File: src/sv/mdt_pkg.sv
package mdt_pkg;

  localparam int unsigned SLOTS   = 4;
  localparam int unsigned SLOT_W  = 2;
  localparam int unsigned SLOT_CW = $clog2(SLOTS + 1) + 1;
  localparam int unsigned VAL_W   = 32;

  localparam logic KIND_EXPIRE = 1'b0;
  localparam logic KIND_ACK    = 1'b1;

  typedef enum logic [2:0] {
    OP_TICK     = 3'd0,
    OP_ARM_REL  = 3'd1,
    OP_ARM_ABS  = 3'd2,
    OP_CANCEL   = 3'd3,
    OP_SET_PER  = 3'd4,
    OP_NUDGE    = 3'd5,
    OP_TRANSFER = 3'd6,
    OP_UNUSED   = 3'd7
  } op_e;

  typedef struct packed {
    logic [2:0]        op;
    logic [SLOT_W-1:0] slot;
    logic [SLOT_W-1:0] target_slot;
    logic [VAL_W-1:0]  value;
  } in_beat_t;

  typedef struct packed {
    logic              kind;
    logic [SLOT_W-1:0] fired_slot;
    logic              accepted;
    logic              last;
  } out_beat_t;

  // Per-cell command from the controller.
  typedef struct packed {
    logic             set_act;
    logic             clr_act;
    logic             wr_dl;
    logic [VAL_W-1:0] dl;
  } cell_cmd_t;

endpackage

File: src/sv/mdt_cell.sv
module mdt_cell import mdt_pkg::*; (
  input  logic             clk_i,
  input  logic             rst_ni,
  input  logic [VAL_W-1:0] time_i,
  input  cell_cmd_t        cmd_i,
  input  logic             skip_i,
  input  logic             adv_i,
  input  logic             tok_i,
  input  logic             tail_i,
  output logic             tok_o,
  output logic             tail_o,
  output logic             fire_o,
  output logic             fire_last_o
);

  logic             active_q, active_d;
  logic [VAL_W-1:0] deadline_q, deadline_d;
  logic             tok_q, tok_d;
  logic [VAL_W-1:0] diff;
  logic             due;

  assign diff = time_i - deadline_q;
  assign due  = active_q && !skip_i && !diff[VAL_W-1];

  assign fire_o      = tok_q && due;
  assign fire_last_o = fire_o && !tail_i;
  assign tail_o      = due || tail_i;
  assign tok_o       = tok_q;

  always_comb begin
    active_d   = active_q;
    deadline_d = deadline_q;
    tok_d      = tok_q;
    if (cmd_i.wr_dl) begin
      deadline_d = cmd_i.dl;
    end
    if (cmd_i.set_act) begin
      active_d = 1'b1;
    end else if (cmd_i.clr_act || (fire_o && adv_i)) begin
      active_d = 1'b0;
    end
    // pass the scan token one cell down
    if (adv_i) begin
      tok_d = tok_i;
    end
  end

  always_ff @(posedge clk_i or negedge rst_ni) begin
    if (!rst_ni) begin
      active_q   <= 1'b0;
      deadline_q <= '0;
      tok_q      <= 1'b0;
    end else begin
      active_q   <= active_d;
      deadline_q <= deadline_d;
      tok_q      <= tok_d;
    end
  end

endmodule

File: src/sv/multi_slot_deadline_timer_top.sv
// Channel   Signals                                   Beat
// in        in_valid_i  / in_ready_o  / in_data_i     one command or tick
// out       out_valid_o / out_ready_i / out_data_o    one expiry event or ack
//
// A command other than OP_UNUSED loads its ack into the output register.
// A tick that ends a cycle or runs in one-shot mode starts a scan token down
// the row of slot cells, in periodic mode after the owner event; the token
// then moves one cell down per step. Other ticks only advance the counts.
// Reset clears all slots, the time count and periodic mode.
// A stalled output holds the token at a firing cell; no input is taken until the scan ends.
module multi_slot_deadline_timer_top import mdt_pkg::*; (
  input  logic      clk_i,
  input  logic      rst_ni,
  input  logic      in_valid_i,
  output logic      in_ready_o,
  input  in_beat_t  in_data_i,
  output logic      out_valid_o,
  input  logic      out_ready_i,
  output out_beat_t out_data_o
);

  typedef enum logic [2:0] {
    ST_IDLE  = 3'b001,
    ST_OWNER = 3'b010,
    ST_SCAN  = 3'b100
  } state_e;

  state_e            state_q, state_d;
  logic [VAL_W-1:0]  time_q, time_d;
  logic              per_q, per_d;
  logic [SLOT_W-1:0] owner_q, owner_d;
  logic [VAL_W-1:0]  period_q, period_d;
  logic [VAL_W-1:0]  cnt_q, cnt_d;
  logic [VAL_W-1:0]  sreq_q, sreq_d;
  logic [VAL_W-1:0]  sapp_q, sapp_d;
  logic              out_valid_q, out_valid_d;
  out_beat_t         out_q, out_d;

  cell_cmd_t         cmd [SLOTS];
  logic [SLOTS-1:0]  skip, tok, tail, fire, fire_last;
  logic              adv, start, scan_adv, any_fire, fire_last_any;
  logic [SLOT_W-1:0] fire_idx;

  logic              out_free, accept, s_ok, t_ok, is_owner;
  logic [VAL_W:0]    len_sum, cnt_inc;
  logic [VAL_W-1:0]  len;
  logic              boundary;

  assign out_free    = !out_valid_q || out_ready_i;
  assign in_ready_o  = (state_q == ST_IDLE) && out_free;
  assign accept      = in_valid_i && in_ready_o;
  assign out_valid_o = out_valid_q;
  assign out_data_o  = out_q;

  assign s_ok     = SLOT_CW'(in_data_i.slot) < SLOT_CW'(SLOTS);
  assign t_ok     = SLOT_CW'(in_data_i.target_slot) < SLOT_CW'(SLOTS);
  assign is_owner = per_q && (owner_q == in_data_i.slot);

  // saturating cycle length and boundary test
  assign len_sum  = {1'b0, period_q} + {1'b0, sapp_q};
  assign len      = len_sum[VAL_W] ? '1 : len_sum[VAL_W-1:0];
  assign cnt_inc  = {1'b0, cnt_q} + (VAL_W+1)'(1);
  assign boundary = cnt_inc >= {1'b0, len};

  // row of slot cells
  for (genvar i = 0; i < SLOTS; i++) begin : g_cell
    logic tok_in, tail_in;
    if (i == 0) begin : g_head
      assign tok_in = start;
    end else begin : g_body
      assign tok_in = tok[i-1];
    end
    if (i == SLOTS - 1) begin : g_end
      assign tail_in = 1'b0;
    end else begin : g_mid
      assign tail_in = tail[i+1];
    end
    assign skip[i] = per_q && (int'(owner_q) == i);

    mdt_cell u_cell (
      .clk_i       (clk_i),
      .rst_ni      (rst_ni),
      .time_i      (time_q),
      .cmd_i       (cmd[i]),
      .skip_i      (skip[i]),
      .adv_i       (adv),
      .tok_i       (tok_in),
      .tail_i      (tail_in),
      .tok_o       (tok[i]),
      .tail_o      (tail[i]),
      .fire_o      (fire[i]),
      .fire_last_o (fire_last[i])
    );
  end

  assign any_fire      = |fire;
  assign fire_last_any = |fire_last;
  assign scan_adv      = (state_q == ST_SCAN) && (!any_fire || out_free);
  assign adv           = start || scan_adv;

  always_comb begin
    fire_idx = '0;
    for (int i = 0; i < SLOTS; i++) begin
      if (fire[i]) begin
        fire_idx = SLOT_W'(i);
      end
    end
  end

  always_comb begin
    state_d     = state_q;
    time_d      = time_q;
    per_d       = per_q;
    owner_d     = owner_q;
    period_d    = period_q;
    cnt_d       = cnt_q;
    sreq_d      = sreq_q;
    sapp_d      = sapp_q;
    out_valid_d = out_valid_q && !out_ready_i;
    out_d       = out_q;
    start       = 1'b0;
    for (int i = 0; i < SLOTS; i++) begin
      cmd[i] = '0;
      cmd[i].dl = in_data_i.value;
    end

    unique case (state_q)
      ST_IDLE: begin
        if (accept) begin
          if (in_data_i.op == OP_TICK) begin
            time_d = time_q + VAL_W'(1);
            if (!per_q) begin
              start   = 1'b1;
              state_d = ST_SCAN;
            end else if (!boundary) begin
              cnt_d = cnt_inc[VAL_W-1:0];
            end else begin
              cnt_d  = '0;
              sapp_d = sreq_q;
              sreq_d = '0;
              state_d = ST_OWNER;
            end
          end else if (in_data_i.op != OP_UNUSED) begin
            out_valid_d    = 1'b1;
            out_d.kind     = KIND_ACK;
            out_d.fired_slot = in_data_i.slot;
            out_d.accepted = 1'b0;
            out_d.last     = 1'b1;
            if (s_ok) begin
              case (in_data_i.op)
                OP_ARM_REL, OP_ARM_ABS: begin
                  if (is_owner) begin
                    per_d  = 1'b0;
                    sreq_d = '0;
                    sapp_d = '0;
                    cnt_d  = '0;
                  end
                  for (int i = 0; i < SLOTS; i++) begin
                    if (int'(in_data_i.slot) == i) begin
                      cmd[i].wr_dl   = 1'b1;
                      cmd[i].set_act = 1'b1;
                      cmd[i].dl      = (in_data_i.op == OP_ARM_REL) ?
                                       time_q + in_data_i.value : in_data_i.value;
                    end
                  end
                end
                OP_CANCEL: begin
                  if (is_owner) begin
                    per_d  = 1'b0;
                    sreq_d = '0;
                    sapp_d = '0;
                    cnt_d  = '0;
                  end
                  for (int i = 0; i < SLOTS; i++) begin
                    if (int'(in_data_i.slot) == i) begin
                      cmd[i].clr_act = 1'b1;
                    end
                  end
                end
                OP_SET_PER: begin
                  for (int i = 0; i < SLOTS; i++) begin
                    if (per_q && owner_q != in_data_i.slot && int'(owner_q) == i) begin
                      cmd[i].clr_act = 1'b1;
                    end
                    if (int'(in_data_i.slot) == i) begin
                      cmd[i].set_act = 1'b1;
                    end
                  end
                  period_d = in_data_i.value;
                  per_d    = 1'b1;
                  owner_d  = in_data_i.slot;
                  cnt_d    = '0;
                  sreq_d   = '0;
                  sapp_d   = '0;
                end
                OP_NUDGE: begin
                  if (per_q && sreq_q == '0 && in_data_i.value != '0) begin
                    sreq_d         = in_data_i.value;
                    out_d.accepted = 1'b1;
                  end
                end
                OP_TRANSFER: begin
                  if (t_ok && is_owner) begin
                    for (int i = 0; i < SLOTS; i++) begin
                      if (int'(in_data_i.slot) == i &&
                          in_data_i.slot != in_data_i.target_slot) begin
                        cmd[i].clr_act = 1'b1;
                      end
                      if (int'(in_data_i.target_slot) == i) begin
                        cmd[i].set_act = 1'b1;
                      end
                    end
                    owner_d        = in_data_i.target_slot;
                    out_d.accepted = 1'b1;
                  end
                end
                default: begin
                end
              endcase
            end
          end
        end
      end
      ST_OWNER: begin
        // owner event first, then drain the other slots
        if (!skip[owner_q]) begin
          start   = 1'b1;
          state_d = ST_SCAN;
        end else if (out_free) begin
          out_valid_d      = 1'b1;
          out_d.kind       = KIND_EXPIRE;
          out_d.fired_slot = owner_q;
          out_d.accepted   = 1'b0;
          out_d.last       = !tail[0];
          start            = 1'b1;
          state_d          = ST_SCAN;
        end
      end
      ST_SCAN: begin
        if (scan_adv) begin
          if (any_fire) begin
            out_valid_d      = 1'b1;
            out_d.kind       = KIND_EXPIRE;
            out_d.fired_slot = fire_idx;
            out_d.accepted   = 1'b0;
            out_d.last       = fire_last_any;
          end
          if (tok[SLOTS-1]) begin
            state_d = ST_IDLE;
          end
        end
      end
      default: begin
        state_d = ST_IDLE;
      end
    endcase
  end

  always_ff @(posedge clk_i or negedge rst_ni) begin
    if (!rst_ni) begin
      state_q     <= ST_IDLE;
      time_q      <= '0;
      per_q       <= 1'b0;
      owner_q     <= '0;
      period_q    <= '0;
      cnt_q       <= '0;
      sreq_q      <= '0;
      sapp_q      <= '0;
      out_valid_q <= 1'b0;
    end else begin
      state_q     <= state_d;
      time_q      <= time_d;
      per_q       <= per_d;
      owner_q     <= owner_d;
      period_q    <= period_d;
      cnt_q       <= cnt_d;
      sreq_q      <= sreq_d;
      sapp_q      <= sapp_d;
      out_valid_q <= out_valid_d;
    end
  end

  always_ff @(posedge clk_i) begin
    out_q <= out_d;
  end

endmodule
File: config.mk
export PLATFORM = sky130hd
export DESIGN_NAME = multi_slot_deadline_timer_top
export DESIGN_NICKNAME = d
export VERILOG_FILES = /design/src/sv/mdt_pkg.sv /design/src/sv/mdt_cell.sv /design/src/sv/multi_slot_deadline_timer_top.sv
export SDC_FILE = /design/constraint.sdc
export NUM_CORES = 1
export LEC_CHECK = 0
export BUFFER_PORTS_ARGS = -buffer_cell sky130_fd_sc_hd__buf_2
export CAP_MARGIN = 10
export CORE_ASPECT_RATIO = 0.8
export CORE_MARGIN = 10
export CORE_UTILIZATION = 58
export CTS_BUF_LIST = sky130_fd_sc_hd__clkbuf_16
export DETAILED_ROUTE_END_ITERATION = 7
export PLACE_DENSITY_LB_ADDON = 0.3
export SLEW_MARGIN = 25
export SYNTH_ARGS = -nofsm -noshare
export SYNTH_HDL_FRONTEND = slang
export SYNTH_SLANG_ARGS = --single-unit
export TNS_END_PERCENT = 20
File: constraint.sdc
create_clock -name clk_i -period 5.5 [get_ports clk_i]
set_input_delay 0.825 -clock clk_i [delete_from_list [all_inputs] [get_ports clk_i]]
set_output_delay 0.825 -clock clk_i [all_outputs]
set_load 0.03 [all_outputs]
==> results.sh <==
export IMPL_status="finished, final reports clean"
export IMPL_worstRegToRegCells=28
export IMPL_htree_levels=2
export IMPL_multi_input_area_mm2=0.0116
export IMPL_fin_crit_sh_pct=95.9
export IMPL_grt_pass1_vias=16700
export IMPL_synth_common_cells="302 x dfrtp_1, 223 x o21ai_0, 217 x ha_1"
export IMPL_routedWlPerCell_um=19.9
export IMPL_max_freq_mhz=190
export IMPL_grt_ovfl_total=0
export IMPL_r2r_slack_ns=0.23
export IMPL_vias=17500
export IMPL_period_minus_slack_ns=5.27
export IMPL_slew_headroom_pct=31.9
export IMPL_synthCells=2277
export IMPL_hold_violations=0
export IMPL_root_buffer="clkbuf_16"
export IMPL_power_leakage_nw=11.0
export IMPL_ys_top_cells_by_area="dfrtp_1 37%, ha_1 13%, o21ai_0 5.5%"
export IMPL_antennaDiodeCount=0
export IMPL_cts_inserted_buffers=35
export IMPL_ys_seq_area_share_pct=38.1
export IMPL_tightest_slew_ns=1.02
export IMPL_drc=0
export IMPL_io_buffer_count=49
export IMPL_cp_max_fo=8
export IMPL_drive_above_1_share_pct=10.7
export IMPL_antenna_left=0
export IMPL_cts_sinks=308
export IMPL_syn_nets=2539
export IMPL_hold_slack_ns=0.389
export IMPL_io_pins=50
export IMPL_skew_ns=0.0228
export IMPL_die_w_um=229
export IMPL_start_util_pct=58.5
export IMPL_drv_cap=0
export IMPL_grt_max_degree=122
export IMPL_synth_top_flop_cell="dfrtp_1"
export IMPL_syn_area_per_cell_um2=8.91
export IMPL_tritoncts="yes"
export IMPL_viasPerCell=6.20
export IMPL_hp_class="in -> async"
export IMPL_setup_violations=0
export IMPL_gr_usage_all_layers_pct=25.4
export IMPL_power_density_mw_per_mm2=324
export IMPL_die_area_mm2=0.0429
export IMPL_max_stage_delay_ns=0.41
export IMPL_antenna_found_initial=1
export IMPL_clk_pin_slew_worst_paths_ns=0.06
export IMPL_fin_util_pct=65.1
export IMPL_yosys_warnings=0
export IMPL_r2r_start="period_q[0]"
export IMPL_cp_start_kind="flop"
export IMPL_grt_first_pass_wirelength_um=89800
export IMPL_synth_seq_cells=308
export IMPL_first_pass_iters=6
export IMPL_fill_cells=2872
export IMPL_totalWireLength_um=56200
export IMPL_final_max_slew_viol_count=0
export IMPL_fp_coreArea_mm2=0.0347
export IMPL_ir_drop_mv=0.293
export IMPL_synth_area_leader_cell="dfrtp_1"
export IMPL_synth_cell_types=76
export IMPL_cts_path_max_buffers=3
export IMPL_drtIter0Drc=1592
export IMPL_cp_slowest_cell="or3_4"
export IMPL_area_delta_synth_final_pct=11.2
export IMPL_regArea_mm2=0.00773
export IMPL_nets=2596
export IMPL_synth_async_reset_ratio_pct=98.4
export IMPL_syn_cell_area_mm2=0.0203
export IMPL_critPathKind="reg -> reg"
export IMPL_critPathArrivalTime_ns=5.68
export IMPL_worstPathRequired_ns=5.91
export IMPL_hpwl_um=40700
export IMPL_clk_latency_ns=0.54
export IMPL_synth_edff_count=5
export IMPL_path_common_cell="buf_4"
export IMPL_fp_row_count=61
export IMPL_yosysMostFrequentCell="dfrtp_1"
export IMPL_synth_top_cell_area_share_pct=37.3
export IMPL_end_kind="flop"
export IMPL_rr_endpoint="sapp_q[0]"
export IMPL_die_h_um=187
export IMPL_gp_congestion=0.946
## power by group
part	internal (mW)	switching [mW]	leakage [nW]
registers	2.69	0.295	3.96
clock network	1.36	0.971	0.571
logic	0.824	1.17	6.48
## critical path: cells and delay by family (launching register included)
| family | cells | cell delay, ns |
|---|---|---|
| adders and majority gates | 3 | 0.84 |
| AOI/OAI and AO/OA | 8 | 1.18 |
| and+or+nand+nor | 11 | 1.82 |
| buffers and inverters | 6 | 0.92 |
| DFF | 1 | 0.36 |
## cell usage in the layout, fill, tap and decap left out, types with 9 or more instances in the layout
| cell | netlist | final |
|---|---|---|
| a211oi_1 | 13 | 12 |
| o21a_1 | 13 | 13 |
| mux2_2 | 58 | 58 |
| nor3_1 | 24 | 23 |
| buf_4 | 4 | 43 |
| buf_2 | 8 | 48 |
| nor2b_1 | 26 | 26 |
| clkbuf_16 | 0 | 40 |
| and3_1 | 23 | 22 |
| inv_1 | 186 | 191 |
| a21o_1 | 55 | 54 |
| o31ai_1 | 12 | 11 |
| ha_1 | 217 | 217 |
| nor4_1 | 23 | 20 |
| mux2i_1 | 10 | 10 |
| a22o_1 | 32 | 32 |
| xnor2_1 | 78 | 78 |
| nor2_1 | 172 | 169 |
| o211ai_1 | 9 | 9 |
| dfrtp_1 | 302 | 302 |
| a21oi_1 | 161 | 159 |
| xor2_1 | 44 | 44 |
| nand2b_1 | 24 | 22 |
| nand3_1 | 95 | 93 |
| o21ai_0 | 223 | 220 |
| a31oi_1 | 13 | 13 |
| or3_1 | 11 | 10 |
| nand2_1 | 212 | 211 |
| nand4_1 | 43 | 43 |
## layer usage
layer / up-vias / global-route usage, % / wire length [um]
li1: 8174 / - / -
met1: 8563 / 36.7 / 25900
met2: 703 / 39.3 / 24700
met3: 98 / 3.88 / 4510
met4: 0 / 6.05 / 1120
met5: - / 0 / 0
## through the flow
stage / instances / total power, mW / area (um^2) / setup WS [ns] / TNS (ns)
after global placement: 2757 / 4.84 / 21200 / 0.00677 / 0
after detailed placement: 2757 / 4.94 / 21200 / -0.295 / -17.81
after floorplan: 2277 / 4.31 / 20300 / 0.269 / 0
final: 2829 / 7.31 / 22600 / 0.228 / 0
after global routing: 2829 / 7.74 / 22600 / -0.0189 / -0.124
after CTS: 2817 / 7.28 / 22300 / 0.0103 / 0
## layout make-up
cell class	count	share of cell area, %
Clock buffer	37	4.10
Clock inverter	23	0.837
Inverter	186	3.09
Multi-Input combinational cell	1700	51.6
Sequential cell	308	34.3
Tap cell	472	2.62
Timing Repair Buffer	103	3.49
## cell families after synthesis
group	count (synthesis)	share of synthesized area, %
mux	71	3.94
flops	308	38.1
compound gates	599	18.0
simple gates	689	16.0
buf+inv	269	5.10
xor+xnor	122	5.27
fa+ha+maj	219	13.6
## sequential cells by signal, summed over array words and instances (netlist names), 4 cells and up
register,cells
cnt_q,32
g_cell.u_cell.active_q,4
g_cell.u_cell.deadline_q,128
g_cell.u_cell.tok_o,4
out_data_o,5
period_q,32
sapp_q,32
sreq_q,32
time_q,32
## worst max-delay path by stage
| stage | endpoint | startpoint | slack, ns | depth (start not counted) |
|---|---|---|---|---|
| floorplan | cnt_q[15] | period_q[13] | 0.27 | 23 |
| global placement | sapp_q[0] | period_q[0] | 0.007 | 25 |
| detailed placement | sapp_q[10] | period_q[13] | -0.30 | 25 |
| CTS | sapp_q[10] | period_q[0] | 0.01 | 27 |
| global route | sapp_q[30] | period_q[0] | -0.02 | 28 |
| finish | sapp_q[0] | period_q[0] | 0.23 | 28 |
## what timing repair did
item                                    in CTS  in global routing
buffers inserted                             0                  8
hold buffers                                 0                  0
gates cloned                                 0                  4
pin swaps                                    1                  7
gates resized for setup                      9                 21
endpoints found under the setup margin      95                 97
Note: power is estimated with default switching activity, not from simulation.
